File: src/hdl/stable_priority_ready_queue_defines.svh
// ----------------------------------------------------------------------------
// Stable priority ready queue: assertion macros
// Concurrent assertion helpers, removed when SYNTHESIS is defined.
// ----------------------------------------------------------------------------
`ifndef STABLE_PRIORITY_READY_QUEUE_DEFINES_SVH
`define STABLE_PRIORITY_READY_QUEUE_DEFINES_SVH

`ifndef SYNTHESIS
// Same-cycle implication.
`define SPRQ_ASSERT_IMPLY(label, clk, rst, ante, cons, msg) \
   label: assert property (@(posedge clk) disable iff (rst) (ante) |-> (cons)) \
      else $error(msg);
// Next-cycle implication.
`define SPRQ_ASSERT_NEXT(label, clk, rst, ante, cons, msg) \
   label: assert property (@(posedge clk) disable iff (rst) (ante) |=> (cons)) \
      else $error(msg);
`else
`define SPRQ_ASSERT_IMPLY(label, clk, rst, ante, cons, msg)
`define SPRQ_ASSERT_NEXT(label, clk, rst, ante, cons, msg)
`endif

`endif

File: src/hdl/sprq_pkg.sv
// ----------------------------------------------------------------------------
// sprq_pkg
// Types, codes and sizes shared by the ready queue modules.
// ----------------------------------------------------------------------------
`default_nettype none

package sprq_pkg;

   localparam int MAX_ENTRIES = 32;
   localparam int IDX_W       = $clog2(MAX_ENTRIES);
   localparam int CNT_W       = $clog2(MAX_ENTRIES + 1);

   // command codes (code 3 is unused and ignored)
   localparam logic [1:0] CMD_INSERT = 2'd0;
   localparam logic [1:0] CMD_REMOVE = 2'd1;
   localparam logic [1:0] CMD_QUERY  = 2'd2;

   typedef enum logic [1:0] {
      STAT_OK        = 2'd0,
      STAT_FULL      = 2'd1,
      STAT_NOT_FOUND = 2'd2,
      STAT_DUPLICATE = 2'd3
   } status_type;

   typedef enum logic [2:0] {
      ST_IDLE,
      ST_SCAN,
      ST_DECIDE,
      ST_SHIFT,
      ST_PLACE,
      ST_DONE
   } state_type;

   typedef struct packed {
      logic [1:0]          command;
      logic [7:0]          task_id;
      logic signed [15:0]  task_priority;
   } req_type;

   typedef struct packed {
      logic [1:0]          status;
      logic                head_valid;
      logic [7:0]          head_task;
      logic signed [15:0]  head_priority;
      logic                next_valid;
      logic [7:0]          next_task;
   } rsp_type;

   typedef struct packed {
      logic [7:0]          task_id;
      logic signed [15:0]  prio;
   } entry_type;

   typedef struct packed {
      logic                en;
      logic [IDX_W-1:0]    addr;
      entry_type           data;
   } slot_wr_type;

   typedef struct packed {
      logic                en;
      logic [IDX_W-1:0]    addr;
   } slot_rd_type;

endpackage

`default_nettype wire

File: src/hdl/sprq_slot_store.sv
// ----------------------------------------------------------------------------
// sprq_slot_store
// Slot memory of the queue with a registered read port and a copy of slot 0.
// ----------------------------------------------------------------------------
`default_nettype none

module sprq_slot_store (
   input  wire logic                  clock,
   input  wire sprq_pkg::slot_wr_type wr,
   input  wire sprq_pkg::slot_rd_type rd,
   output sprq_pkg::entry_type        rd_data,
   output sprq_pkg::entry_type        head
);
   import sprq_pkg::*;

   entry_type slot_mem [MAX_ENTRIES];
   entry_type rd_data_ff;
   entry_type head_ff;

   always_ff @(posedge clock) begin
      if (wr.en) begin
         slot_mem[wr.addr] <= wr.data;
      end
      if (rd.en) begin
         rd_data_ff <= slot_mem[rd.addr];
      end
   end

   // shadow slot 0 so the head is always at hand
   always_ff @(posedge clock) begin
      if (wr.en && (wr.addr == '0)) begin
         head_ff <= wr.data;
      end
   end

   assign rd_data = rd_data_ff;
   assign head    = head_ff;

endmodule

`default_nettype wire

File: src/hdl/stable_priority_ready_queue.sv
// ----------------------------------------------------------------------------
// stable_priority_ready_queue
// Bounded task ready queue kept sorted by ascending priority, stable for ties.
// ----------------------------------------------------------------------------
//
//   channel  | prefix | direction | payload
//   ---------+--------+-----------+-----------------------------------------
//   request  | req_   | in        | command, task_id, task_priority
//   response | rsp_   | out       | status, head, successor of queried task
//
// A transaction passes through scan and decide, then shift and place as needed,
// and done to a loaded response; the next request is taken once the sequencer
// is idle again. The scan reads each occupied slot through one registered
// port, and a shift moves one slot per cycle. Reset empties the queue; slots
// are never cleared and only read below the fill count. req_stall is high until
// the sequencer is idle; a done response waits while the last one is stalled.
// ----------------------------------------------------------------------------
`default_nettype none
`include "stable_priority_ready_queue_defines.svh"

module stable_priority_ready_queue (
   input  wire logic              clock,
   input  wire logic              reset,
   input  wire logic              req_valid,
   output logic                   req_stall,
   input  wire sprq_pkg::req_type req_data,
   output logic                   rsp_valid,
   input  wire logic              rsp_stall,
   output sprq_pkg::rsp_type      rsp_data
);
   import sprq_pkg::*;

   // sequencer and counters
   state_type         state_ff, state_in;
   logic [CNT_W-1:0]  count_ff, count_in;
   logic [CNT_W-1:0]  idx_ff, idx_in;
   logic              sh_go_ff, sh_go_in;

   // latched request
   logic [1:0]         cmd_ff, cmd_in;
   logic [7:0]         tid_ff, tid_in;
   logic signed [15:0] prio_ff, prio_in;

   // read pipeline tag
   logic              rd_vld_ff, rd_vld_in;
   logic [IDX_W-1:0]  rd_idx_ff, rd_idx_in;

   // scan results
   logic              found_ff, found_in;
   logic [IDX_W-1:0]  fpos_ff, fpos_in;
   logic              ins_ff, ins_in;
   logic [CNT_W-1:0]  ipos_ff, ipos_in;
   logic              nxt_vld_ff, nxt_vld_in;
   logic [7:0]        nxt_task_ff, nxt_task_in;
   status_type        status_ff, status_in;

   // output register
   logic              rsp_valid_ff, rsp_valid_in;
   rsp_type           rsp_ff, rsp_in;

   slot_wr_type       wr;
   slot_rd_type       rd;
   entry_type         rd_data;
   entry_type         head;

   logic              req_take;
   logic              rsp_free;
   logic              issue;
   logic              task_hit;
   logic              prio_after;
   logic [CNT_W-1:0]  new_count;

   sprq_slot_store u_store (
      .clock   (clock),
      .wr      (wr),
      .rd      (rd),
      .rd_data (rd_data),
      .head    (head)
   );

   assign req_stall = (state_ff != ST_IDLE);
   assign req_take  = req_valid && !req_stall;
   assign rsp_free  = !rsp_valid_ff || !rsp_stall;
   assign rsp_valid = rsp_valid_ff;
   assign rsp_data  = rsp_ff;

   // the one shared compare unit: every slot read passes through it
   assign task_hit   = rd_vld_ff && (rd_data.task_id == tid_ff);
   assign prio_after = rd_vld_ff && (rd_data.prio > prio_ff);

   always_ff @(posedge clock) begin
      if (reset) begin
         state_ff     <= ST_IDLE;
         count_ff     <= '0;
         rsp_valid_ff <= 1'b0;
         rd_vld_ff    <= 1'b0;
         sh_go_ff     <= 1'b0;
      end else begin
         state_ff     <= state_in;
         count_ff     <= count_in;
         rsp_valid_ff <= rsp_valid_in;
         rd_vld_ff    <= rd_vld_in;
         sh_go_ff     <= sh_go_in;
      end
   end

   always_ff @(posedge clock) begin
      idx_ff      <= idx_in;
      cmd_ff      <= cmd_in;
      tid_ff      <= tid_in;
      prio_ff     <= prio_in;
      rd_idx_ff   <= rd_idx_in;
      found_ff    <= found_in;
      fpos_ff     <= fpos_in;
      ins_ff      <= ins_in;
      ipos_ff     <= ipos_in;
      nxt_vld_ff  <= nxt_vld_in;
      nxt_task_ff <= nxt_task_in;
      status_ff   <= status_in;
      rsp_ff      <= rsp_in;
   end

   always_comb begin
      state_in     = state_ff;
      count_in     = count_ff;
      idx_in       = idx_ff;
      sh_go_in     = sh_go_ff;
      cmd_in       = cmd_ff;
      tid_in       = tid_ff;
      prio_in      = prio_ff;
      rd_vld_in    = 1'b0;
      rd_idx_in    = rd_idx_ff;
      found_in     = found_ff;
      fpos_in      = fpos_ff;
      ins_in       = ins_ff;
      ipos_in      = ipos_ff;
      nxt_vld_in   = nxt_vld_ff;
      nxt_task_in  = nxt_task_ff;
      status_in    = status_ff;
      rsp_valid_in = rsp_valid_ff && rsp_stall;
      rsp_in       = rsp_ff;
      issue        = 1'b0;
      new_count    = count_ff;
      wr           = '0;
      rd           = '0;

      case (state_ff)
         ST_IDLE: begin
            if (req_take) begin
               // latch the request and arm the scan
               cmd_in     = req_data.command;
               tid_in     = req_data.task_id;
               prio_in    = req_data.task_priority;
               idx_in     = '0;
               found_in   = 1'b0;
               ins_in     = 1'b0;
               ipos_in    = count_ff;
               nxt_vld_in = 1'b0;
               nxt_task_in = '0;
               state_in   = ST_SCAN;
            end
         end

         ST_SCAN: begin
            // issue one read per cycle over the occupied slots
            issue = (idx_ff < count_ff);
            if (issue) begin
               rd.en     = 1'b1;
               rd.addr   = idx_ff[IDX_W-1:0];
               rd_vld_in = 1'b1;
               rd_idx_in = idx_ff[IDX_W-1:0];
               idx_in    = idx_ff + 1'b1;
            end
            // evaluate the slot read last cycle
            if (task_hit) begin
               found_in = 1'b1;
               fpos_in  = rd_idx_ff;
            end
            if (rd_vld_ff && found_ff && (rd_idx_ff == fpos_ff + 1'b1)) begin
               nxt_vld_in  = 1'b1;
               nxt_task_in = rd_data.task_id;
            end
            if (prio_after && !ins_ff) begin
               ins_in  = 1'b1;
               ipos_in = {{(CNT_W-IDX_W){1'b0}}, rd_idx_ff};
            end
            if (!issue && !rd_vld_ff) begin
               state_in = ST_DECIDE;
            end
         end

         ST_DECIDE: begin
            status_in = STAT_OK;
            state_in  = ST_DONE;
            case (cmd_ff)
               CMD_INSERT: begin
                  if (found_ff) begin
                     status_in = STAT_DUPLICATE;
                  end else if (count_ff == CNT_W'(MAX_ENTRIES)) begin
                     status_in = STAT_FULL;
                  end else if (ipos_ff == count_ff) begin
                     state_in = ST_PLACE;
                  end else begin
                     // open a gap: move slots up from the tail
                     idx_in   = count_ff - 1'b1;
                     sh_go_in = 1'b1;
                     state_in = ST_SHIFT;
                  end
               end
               CMD_REMOVE: begin
                  if (!found_ff) begin
                     status_in = STAT_NOT_FOUND;
                  end else if (({1'b0, fpos_ff} + 1'b1) < count_ff) begin
                     // close the gap: move slots down toward the position
                     idx_in   = CNT_W'({1'b0, fpos_ff} + 1'b1);
                     sh_go_in = 1'b1;
                     state_in = ST_SHIFT;
                  end
               end
               CMD_QUERY: begin
                  if (!found_ff) begin
                     status_in = STAT_NOT_FOUND;
                  end
               end
               default: begin
                  status_in = STAT_OK;
               end
            endcase
         end

         ST_SHIFT: begin
            issue = sh_go_ff;
            if (issue) begin
               rd.en     = 1'b1;
               rd.addr   = idx_ff[IDX_W-1:0];
               rd_vld_in = 1'b1;
               rd_idx_in = idx_ff[IDX_W-1:0];
               if (cmd_ff == CMD_INSERT) begin
                  if (idx_ff == ipos_ff) begin
                     sh_go_in = 1'b0;
                  end else begin
                     idx_in = idx_ff - 1'b1;
                  end
               end else begin
                  if (idx_ff == count_ff - 1'b1) begin
                     sh_go_in = 1'b0;
                  end else begin
                     idx_in = idx_ff + 1'b1;
                  end
               end
            end
            // write back the slot read last cycle, one place over
            if (rd_vld_ff) begin
               wr.en   = 1'b1;
               wr.data = rd_data;
               if (cmd_ff == CMD_INSERT) begin
                  wr.addr = rd_idx_ff + 1'b1;
               end else begin
                  wr.addr = rd_idx_ff - 1'b1;
               end
            end
            if (!sh_go_ff && !rd_vld_ff) begin
               state_in = (cmd_ff == CMD_INSERT) ? ST_PLACE : ST_DONE;
            end
         end

         ST_PLACE: begin
            wr.en           = 1'b1;
            wr.addr         = ipos_ff[IDX_W-1:0];
            wr.data.task_id = tid_ff;
            wr.data.prio    = prio_ff;
            state_in        = ST_DONE;
         end

         ST_DONE: begin
            // commit the fill count together with the response
            if ((status_ff == STAT_OK) && (cmd_ff == CMD_INSERT)) begin
               new_count = count_ff + 1'b1;
            end else if ((status_ff == STAT_OK) && (cmd_ff == CMD_REMOVE)) begin
               new_count = count_ff - 1'b1;
            end
            if (rsp_free) begin
               count_in             = new_count;
               rsp_valid_in         = 1'b1;
               rsp_in.status        = status_ff;
               rsp_in.head_valid    = (new_count != '0);
               rsp_in.head_task     = (new_count != '0) ? head.task_id : 8'd0;
               rsp_in.head_priority = (new_count != '0) ? head.prio : 16'sd0;
               rsp_in.next_valid    = (cmd_ff == CMD_QUERY) && nxt_vld_ff;
               rsp_in.next_task     = ((cmd_ff == CMD_QUERY) && nxt_vld_ff) ?
                                      nxt_task_ff : 8'd0;
               state_in             = ST_IDLE;
            end
         end

         default: begin
            state_in = ST_IDLE;
         end
      endcase
   end

   // fill count never passes the slot count
   `SPRQ_ASSERT_IMPLY(a_count_bound, clock, reset, 1'b1,
      count_ff <= CNT_W'(MAX_ENTRIES), "fill count above capacity")

   // a successful insert grows the queue by exactly one task
   `SPRQ_ASSERT_NEXT(a_insert_grows, clock, reset,
      (state_ff == ST_DONE) && rsp_free && (cmd_ff == CMD_INSERT) && (status_ff == STAT_OK),
      count_ff == $past(count_ff) + 1'b1, "insert did not grow the queue")

   // a found task always lies inside the occupied slots
   `SPRQ_ASSERT_IMPLY(a_found_inside, clock, reset, (state_ff == ST_DECIDE) && found_ff,
      ({1'b0, fpos_ff} < count_ff), "found position outside the queue")

   // a response is registered once the sequencer leaves the done state
   `SPRQ_ASSERT_NEXT(a_rsp_loaded, clock, reset, (state_ff == ST_DONE) && rsp_free,
      rsp_valid_ff && (state_ff == ST_IDLE), "response not loaded")

endmodule

`default_nettype wire
File: config.mk
export PLATFORM = sky130hd
export DESIGN_NAME = stable_priority_ready_queue
export DESIGN_NICKNAME = d
export VERILOG_FILES = /design/src/hdl/sprq_pkg.sv /design/src/hdl/sprq_slot_store.sv /design/src/hdl/stable_priority_ready_queue.sv
export VERILOG_INCLUDE_DIRS = /design/src /design/src/hdl
export SDC_FILE = /design/constraint.sdc
export NUM_CORES = 1
export LEC_CHECK = 0
export BUFFER_PORTS_ARGS = -buffer_cell sky130_fd_sc_hd__buf_4
export CORE_MARGIN = 3
export CORE_UTILIZATION = 55
export DETAILED_ROUTE_END_ITERATION = 10
export HOLD_SLACK_MARGIN = 0.1
export PLACE_DENSITY = 0.77
export SLEW_MARGIN = 25
export SYNTH_ARGS = -nofsm -noshare
export SYNTH_HDL_FRONTEND = slang
export SYNTH_SLANG_ARGS = --single-unit
export TNS_END_PERCENT = 5
File: constraint.sdc
create_clock -name clock -period 9.05 [get_ports clock]
set_input_delay 1.81 -clock clock [delete_from_list [all_inputs] [get_ports clock]]
set_output_delay 1.81 -clock clock [all_outputs]
set_load 0.02 [all_outputs]
Yosys cells after proc, flatten, opt, wreduce, memory -nomap -nowiden
Memory sizes are Yosys's and may differ from the RTL's. A register that Yosys moved wholly into a read port is not among the register bits. Cells that the tools add are included.

Output and inout bits: 38. Register bits after elaboration: 133. Memory bits (writable): 768. Bits of input ports: 30. Memory bits (read-only): 0. Word-level logic and storage cells: 181. Bits in latches: 0. Memories: 1.

Memories: u_store.slot_mem (depth 32, width 24, rd ports 1, clocked after memory_dff 1, wr ports 1, line sprq_slot_store.sv:16) `entry_type slot_mem [MAX_ENTRIES];`.

$lt $le $gt $ge: 3. Multiply operators: 0. Bitwise gates (word level): 0. Div/mod/pow operators: 0. Reduce and logical (&&, ||, !) cells: 42. Shift-type cells: 0. Eq/ne operators: 30. Mux-type cells: 72. Add/subtract/negate cells: 8.

Operators with widths (number): 6-bit 2-to-1 mux (18); 30-bit case mux with 2 select lines (1); 6-bit case mux with 2 select lines (3); 30-bit 2-to-1 mux (1); 3-bit 2-to-1 mux (9); 3-bit inequality test, second input constant (8); 6-bit case mux with 4 select lines (1); 1-bit 2-to-1 mux (21); 6-bit equality test (3); 2-bit inequality test, second input constant (9); 3-bit case mux with 6 select lines (1); 16-bit greater-than comparator (1); 8-bit 2-to-1 mux (2); 8-bit case mux with 2 select lines (1); 5-bit 2-to-1 mux (3); 1-bit logical AND (13); 6-bit by 1-bit adder with 6-bit output, second input constant (2); 6-bit less-than comparator (2); 1-bit case mux with 2 select lines (6); 12-bit AND reduction (1); 3-bit AND reduction (4); 6-bit by 1-bit subtractor with 6-bit output, second input constant (2); 5-bit by 1-bit adder with 5-bit output, second input constant (2); 5-bit case mux with 2 select lines (1); other kinds (26) (40).

Depth between registers and ports, before layout
Gate-level depths: netlist of the first run.

Word-level depth: 6. Mapped depth: 12.

Modules after synthesis
Synthesis of the first run repeated with hierarchy kept, for this count alone.

Cells, all modules: 2293. Area, all modules: 37758.7 um2.

By module, submodules not included: sprq_slot_store (seq. area each 24503.5 um2, area each 31445.2 um2, cells an instance 1736, times used 1); stable_priority_ready_queue (seq. area each 3153.0 um2, area each 6313.6 um2, cells an instance 557, times used 1).

Worst setup path before layout of the first run
OpenSTA, ideal clock, no wires.

Path kind: register to register. Start point: reg cmd_ff[0]. End point: mem u_store.slot_mem[12][0] (netlist name), enable pin. Clock period less this slack: 3901 ps. Arrival time: 3496 ps. Stages on the path, launching flop included: 12. Required time: 8645 ps. Setup time: 405 ps. Path slack: 5149 ps. Cells stage by stage: edfxtp_1 -> inv_1 -> ha_1 -> buf_2 -> inv_1 -> fa_1 -> a21o_1 -> a21oi_1 -> xnor2_1 -> a22o_1 -> or3_1 -> nor2_1.

Longest elaborated chain between the ends: 4.

Ends and longest elaborated chain: from (decl) (line stable_priority_ready_queue.sv:40) `logic [1:0] cmd_ff, cmd_in;`; from (signal assigned) (line stable_priority_ready_queue.sv:109) `cmd_ff <= cmd_in;`; 2-bit logical NOT (line stable_priority_ready_queue.sv:256) `if (cmd_ff == CMD_INSERT) begin`; 5-bit 2-to-1 mux (line stable_priority_ready_queue.sv:256); 30-bit 2-to-1 mux (line stable_priority_ready_queue.sv:253) `if (rd_vld_ff) begin`; 30-bit case mux with 2 select lines (line stable_priority_ready_queue.sv:147) `case (state_ff)`; to (decl) (line sprq_slot_store.sv:16).

No other way between the ends.

Final worst setup path of the first run
Start point: reg idx_ff[0]. End point: reg u_store.rd_data[7] (netlist name).

Longest elaborated chain between the ends: 3. Elaborated cells between the ends (all ways): 4. Those cells by class: 1 x order compare; 3 x mux.

Ends and longest elaborated chain: from (decl) (line stable_priority_ready_queue.sv:36) `logic [CNT_W-1:0] idx_ff, idx_in;`; from (signal assigned) (line stable_priority_ready_queue.sv:108) `idx_ff <= idx_in;`; 6-bit less-than comparator (line stable_priority_ready_queue.sv:166) `issue = (idx_ff < count_ff);`; 6-bit 2-to-1 mux (line stable_priority_ready_queue.sv:167) `if (issue) begin`; 6-bit case mux with 2 select lines * (line stable_priority_ready_queue.sv:147).

Mark *: on every way between the ends. The rest lies on a longest branch, timed or not. A chain may end at the register's enable or synchronous reset.

==> results of run 1 <==
metal layers:
layer / vias up / share of wire [%] / wire length [um] / global-route usage (%)
li1: 9154 / - / - / -
met1: 11255 / 36 / 37000 / 38.8
met2: 1690 / 45 / 46800 / 43.5
met3: 328 / 13 / 13400 / 8.00
met4: 6 / 5.8 / 6000 / 14.2
met5: - / 0.092 / 95 / 0.593
state kept, by name (all words and copies together) (netlist names):
name and flops:
nxt_task_ff 8, sh_go_ff 1, ins_ff 1, u_store.head 24, prio_ff 16, idx_ff 6
found_ff 1, rd_idx_ff 5, rd_vld_ff 1, cmd_ff 2, count_ff 6, rsp_valid 1
u_store.rd_data 24, u_store.slot_mem 768, fpos_ff 5, state_ff 3, status_ff 2, nxt_vld_ff 1
ipos_ff 6, rsp_data 36, tid_ff 8
layout by cell type (no fill, tap or decap), types with 20 or more instances in the layout:
master and instances:
a21boi_0 27, a22oi_1 28, a21oi_1 70, nor2_1 111
o2bb2ai_1 23, a211o_1 24, inv_1 61, clkbuf_16 93
edfxtp_1 913, buf_4 131, ha_1 38, a221oi_1 48
and2_1 36, mux2_2 73, mux4_2 96, o32ai_1 24
o221ai_1 23, o21a_1 27, mux2i_1 28, nand2_1 38
o311ai_0 23, o21ai_0 26, nor2_2 25, a22o_1 20
nand2b_1 23, nor3_1 31, xnor2_1 34, a31oi_1 27
nand3_1 40
worst max-delay path, delay by kind of cell, from the launching register on:
kind,cells,cell delay (ns)
buffers and inverters,3,2.09
AO/OA/AOI/OAI,3,1.12
multiplexers,1,0.42
flip-flops,1,0.32
AND/OR/NAND/NOR,1,0.06
final cells by class:
| cell class | instances | area, um2 |
|---|---|---|
| clock buffer | 111 | 2390 |
| clock inverter | 56 | 547 |
| fill | 4531 | 25200 |
| inverter | 63 | 236 |
| multi-input combinational | 1104 | 9620 |
| sequential | 925 | 27700 |
| tap | 873 | 1090 |
| timing repair buffer | 134 | 1030 |
metrics by stage:
stage	power [mW]	worst slack, ns	utilization, %	cells
after floorplan	7.37	5.15	-	2234
after global placement	8.45	4.52	58.4	3098
after detailed placement	8.50	4.69	58.5	3098
after CTS	12.2	4.70	62.8	3265
after global routing	12.6	4.40	62.9	3266
final	12.3	4.62	62.9	3266
final timing paths:
path / slack, ns / start / end
max: 4.62 / idx_ff[0]$_DFFE_PP_ / u_store.rd_data[7]$_DFFE_PP_
min: 0.52 / u_store.head[4]$_DFFE_PP_ / rsp_data[13]$_SDFFCE_PN0P_
max reg2reg: 4.62 / idx_ff[0]$_DFFE_PP_ / u_store.rd_data[7]$_DFFE_PP_
min reg2reg: 0.52 / u_store.head[4]$_DFFE_PP_ / rsp_data[13]$_SDFFCE_PN0P_
cell families after synthesis:
family                     Yosys count  synth area share, %
adders and majority gates           39                 1.31
and+or+nand+nor                    378                 4.97
xor gates and xnor gates            48                 1.14
DFF                                925                 72.9
buffers and inverters              205                 2.31
muxes                              197                 8.60
AOI/OAI and AO/OA                  442                 8.78
report_power, final:
| part | total, mW | internal, mW | leakage (nW) | switching (mW) |
|---|---|---|---|---|
| combinational | 3.25 | 1.08 | 3.80 | 2.17 |
| sequential | 5.28 | 5.06 | 7.26 | 0.219 |
| clock | 3.73 | 2.13 | 1.42 | 1.61 |
==> out/qor.csv, run 1 <==
metric,value,unit
status,"complete, no violations",
route.final.wire_length,103000,um
grt_pass1_wl,149000,um
grt_pass1_vias,21514,
vias_per_cell,6.87,
drc_errors,0,
criticalPathCategory,flip-flop to flip-flop,
finalCriticalPeriod,4.43,ns
syn_nets,2303,
critPathRequiredTime,9.40,ns
clock_path_buffers,3,
rows,95,
num_antenna_cells,0,
htree_levels,3,
yosys.area.top_type_share,72.3,%
yosysWarnings,0,
p_per_area,288,nW/um2
cts_made_buffers,90,
whs,0.522,ns
cts_tree,done,
fmax,0.225,GHz
routed-via-count,22433,
max_stage_delay,0.86,ns
synthTopCellsByArea,"edfxtp_1 (72%), mux4_2 (5.7%), mux2_2 (2.2%), nor2_1 (1.5%), ha_1 (1.3%)",
cts_resized,0,
synth_edf_count,913,
ys_types,77,
post-cts-setup-buffer-count,0,
core,67800,um2
stdcell_area,42600,um2
max_slew_margin,24.7,%
synth_commonest_cells,"edfxtp_1 (913), nor2_1 (147), mux4_2 (96)",
clkLatencyLatePin,0.65,ns
die_w,269,um
synthCells,2234,
track_usage,28.8,%
drt_first_pass_iters,10,
setup_tns,0,ns
layout-drive-gt1-share,21.0,%
portBuffers,67,
crit_path_top_delay_cell,buf_4,
drv_slew,0,
clock_tree.root_cell,clkbuf_16,
p_leak,12.5,nW
tightest_slew,1.13,ns
path_max_fanout,59,
whs_path_depth,1,
wl_per_cell,31.6,um
seq_area_frac_synth,72.9,%
die_area,72200,um2
arrival,4.78,ns
synth_top_area_cell,edfxtp_1,
syn_area,37900,um2
yosys_register_bits,925,
cp-start-kind,flip-flop,
cp_common_cell,buf_4,
finClkSkew,0.0296,ns
yosysMostFrequentCell,edfxtp_1,
ir_drop,0.000226,V
dp_hpwl,62600,um
r2r_cells,8,
path_clk_slew,0.06,ns
clock-sinks,925,
die_y,269,um
synthArstFlopShare,0,%
hold_viol,0,
drtIter0Drc,3720,
min_path_type,flip-flop to flip-flop,
start_util,56.0,%
finalSetupViolCount,0,
area_growth,12.2,%
grt_max_degree,128,
gp_congestion,0.999,
drtAntennaViolNets,0,
antenna_found_initial,7,
dpl_cell_area,39600,um2
rsz0062_at_grt,false,
ios,68,
grt_remaining_overflow,0,
drv_cap,0,
synth_flop_cell,edfxtp_1,
crit_chain,"buf_4, buf_4, buf_4, mux2_2, a21oi_1, nor2_1, o32ai_1, a22oi_1",
nets,2387,
fin_crit_sh,49.0,%
hold_buffers,0,
syn_area_per_cell,17.0,um2
cp-end-kind,flip-flop,
Power figures use the tool's default switching activity.
==> run 2, diff against run 1 <==
--- a/config.mk
+++ b/config.mk
@@ -11,7 +11,7 @@
 export CORE_UTILIZATION = 55
 export DETAILED_ROUTE_END_ITERATION = 10
 export HOLD_SLACK_MARGIN = 0.1
-export PLACE_DENSITY = 0.77
+export PLACE_DENSITY = 0.8
 export SLEW_MARGIN = 25
 export SYNTH_ARGS = -nofsm -noshare
 export SYNTH_HDL_FRONTEND = slang
==> constraint.sdc (replaced) <==
create_clock -name clock -period 3.7 [get_ports clock]
set_input_delay 0.74 -clock clock [delete_from_list [all_inputs] [get_ports clock]]
set_output_delay 0.74 -clock clock [all_outputs]
set_load 0.02 [all_outputs]
==> run 2 against run 1 <==
Effect of this change: first-iteration DRC count is 7.1% lower; core utilization is 1.0 points higher; total power is 140% higher; largest cell class unchanged; sequential power is 140% higher; maximum frequency is 27% higher; routed wire length is 5.6% lower; critical endpoint is now u_store.rd_data[18]$_DFFE_PP_; clock skew is 0.0053 ns higher; highest routed layer unchanged.
==> out/qor.csv, run 2 (synthesis gave the netlist of run 1 again) <==
metric,value,unit,change
clock-sinks,925,,unchanged
gp_congestion,0.911,,was 0.999
reg2reg_to,u_store.rd_data[18]$_DFFE_PP_,,was u_store.rd_data[7]$_DFFE_PP_
max_slew_margin,30.3,%,was 24.7%
critPathRequiredTime,4.15,ns,was 9.40 ns
grt_remaining_overflow,0,,unchanged
layout-drive-gt1-share,22.3,%,was 21.0%
routed-via-count,22124,,was 22433
drc_errors,0,,unchanged
n_fill_cell,4382,,was 4531
rows,95,,unchanged
min_from,req_data[6],,was u_store.head[4]$_DFFE_PP_
grt_pass1_vias,21892,,was 21514
die_w,269,um,unchanged
drt_first_pass_iters,6,,was 10
fin_crit_sh,94.0,%,was 49.0%
area_growth,14.0,%,was 12.2%
cts_resized,0,,unchanged
antenna_found_initial,1,,was 7
largest_register,u_store.slot_mem,,unchanged
drv_cap,0,,unchanged
htree_levels,3,,unchanged
clock_tree.root_cell,clkbuf_16,,unchanged
regToRegStartpoint,count_ff[5]$_SDFFE_PP0P_,,was idx_ff[0]$_DFFE_PP_
hold_buffers,0,,unchanged
finalSetupViolCount,0,,unchanged
path_clk_slew,0.07,ns,was 0.06 ns
finClkSkew,0.0349,ns,was 0.0296 ns
arrival,3.93,ns,was 4.78 ns
clkLatencyLatePin,0.67,ns,was 0.65 ns
dp_slack,0.320,ns,was 4.69 ns
r2r_cells,10,,was 8
rsz0062_at_grt,false,,unchanged
track_usage,27.3,%,was 28.8%
die_y,269,um,unchanged
cp-start-kind,flip-flop,,unchanged
vias_per_cell,6.66,,was 6.87
final_cell_mix,"edfxtp_1 (913), buf_4 (158), nor2_1 (112)",,"was edfxtp_1 (913), buf_4 (131), nor2_1 (111)"
clock_path_buffers,3,,unchanged
tightest_slew,1.05,ns,was 1.13 ns
min_path_type,primary input to flip-flop,,was flip-flop to flip-flop
portBuffers,67,,unchanged
cts_tree,done,,unchanged
dp_hpwl,59200,um,was 62600 um
critPathLaunch,count_ff[5]$_SDFFE_PP0P_,,was idx_ff[0]$_DFFE_PP_
p_leak,12.8,nW,was 12.5 nW
largest_reg_flops,768,,unchanged
start_util,56.0,%,unchanged
cts_made_buffers,89,,was 90
wl_per_cell,29.4,um,was 31.6 um
multi_input_area,9530,um2,was 9620 um2
route.final.wire_length,97500,um,was 103000 um
p_per_area,688,nW/um2,was 288 nW/um2
path_max_fanout,26,,was 59
whs_endpoint,prio_ff[6]$_DFFE_PP_,,was rsp_data[13]$_SDFFCE_PN0P_
finalCriticalPeriod,3.48,ns,was 4.43 ns
hold_viol,0,,unchanged
whs_path_depth,1,,unchanged
fin_ws,0.221,ns,was 4.62 ns
fmax,0.287,GHz,was 0.225 GHz
ios,68,,unchanged
criticalPathCategory,flip-flop to flip-flop,,unchanged
nets,2445,,was 2387
status,"complete, no violations",,unchanged
core,67800,um2,unchanged
grt_max_degree,118,,was 128
drtAntennaViolNets,0,,unchanged
drv_slew,0,,unchanged
die_area,72200,um2,unchanged
final_common_cell,edfxtp_1,,unchanged
regArea,27700,um2,unchanged
cp-end-kind,flip-flop,,unchanged
num_antenna_cells,0,,unchanged
ff2ff_setup_slack,0.22,ns,was 4.62 ns
ir_drop,0.000587,V,was 0.000226 V
drtIter0Drc,3457,,was 3720
post-cts-setup-buffer-count,0,,unchanged
power,29.8,mW,was 12.3 mW
grt_pass1_wl,143000,um,was 149000 um
-- run 2: cell types whose count changed in the layout (fill, tap and decap cells not counted), sizes merged --
cell      change
buf          +59
clkinvlp      -4
clkinv        +6
clkbuf        -5
inv           -1
-- run 2: final cells by class --
class                      count  area share, %
tap                          873           2.52
sequential                   925           63.9
multi-input combinational   1104           22.0
clock inverter                57           1.31
inverter                      63          0.546
clock buffer                 106           5.34
timing repair buffer         193           4.33
-- run 2: how the worst max path moves through the flow --
stage                                              to  cells past startpoint
floorplan           u_store.slot_mem[12][0]$_DFFE_PP_                     11
global placement        u_store.rd_data[15]$_DFFE_PP_                     10
detailed placement      u_store.rd_data[13]$_DFFE_PP_                     10
CTS                     u_store.rd_data[18]$_DFFE_PP_                     10
global route             u_store.rd_data[4]$_DFFE_PP_                     10
finish                  u_store.rd_data[18]$_DFFE_PP_                     10
-- run 2: worst max-delay path: stages, from the launching register on --
cell and delay (ns):
dfxtp_1 0.46, inv_1 0.17, ha_1 0.38, nand2_1 0.09
or2_1 0.33, a41oi_4 0.78, buf_4 0.29, buf_4 0.18
nor2_1 0.06, a211o_1 0.26, a22oi_1 0.27
-- run 2: per-layer routing --
metal / global-route usage, % / share of wire [%] / vias up
li1: - / - / 9252
met2: 43.2 / 48 / 1491
met1: 37.0 / 37 / 11133
met3: 6.09 / 11 / 246
met5: 0 / 0.013 / -
met4: 11.8 / 4.3 / 2
-- run 2: stage by stage --
stage          hold WS, ns  utilization (%)  TNS [ns]  cell area [um2]  instances
2_1_floorplan        0.449                -    -57.33            37900       2234
3_3_place_gp         0.508             59.6         0            40400       3157
4_1_cts              0.233             63.9         0            43300       3321
5_1_grt              0.234             63.9         0            43300       3321
6_report             0.258             63.9         0            43300       3321
3_5_place_dp         0.503             59.6         0            40400       3158
-- run 2: report_power, final --
part	internal (mW)	switching, mW
sequential	12.4	0.427
combinational	2.91	5.09
clock	5.06	3.90
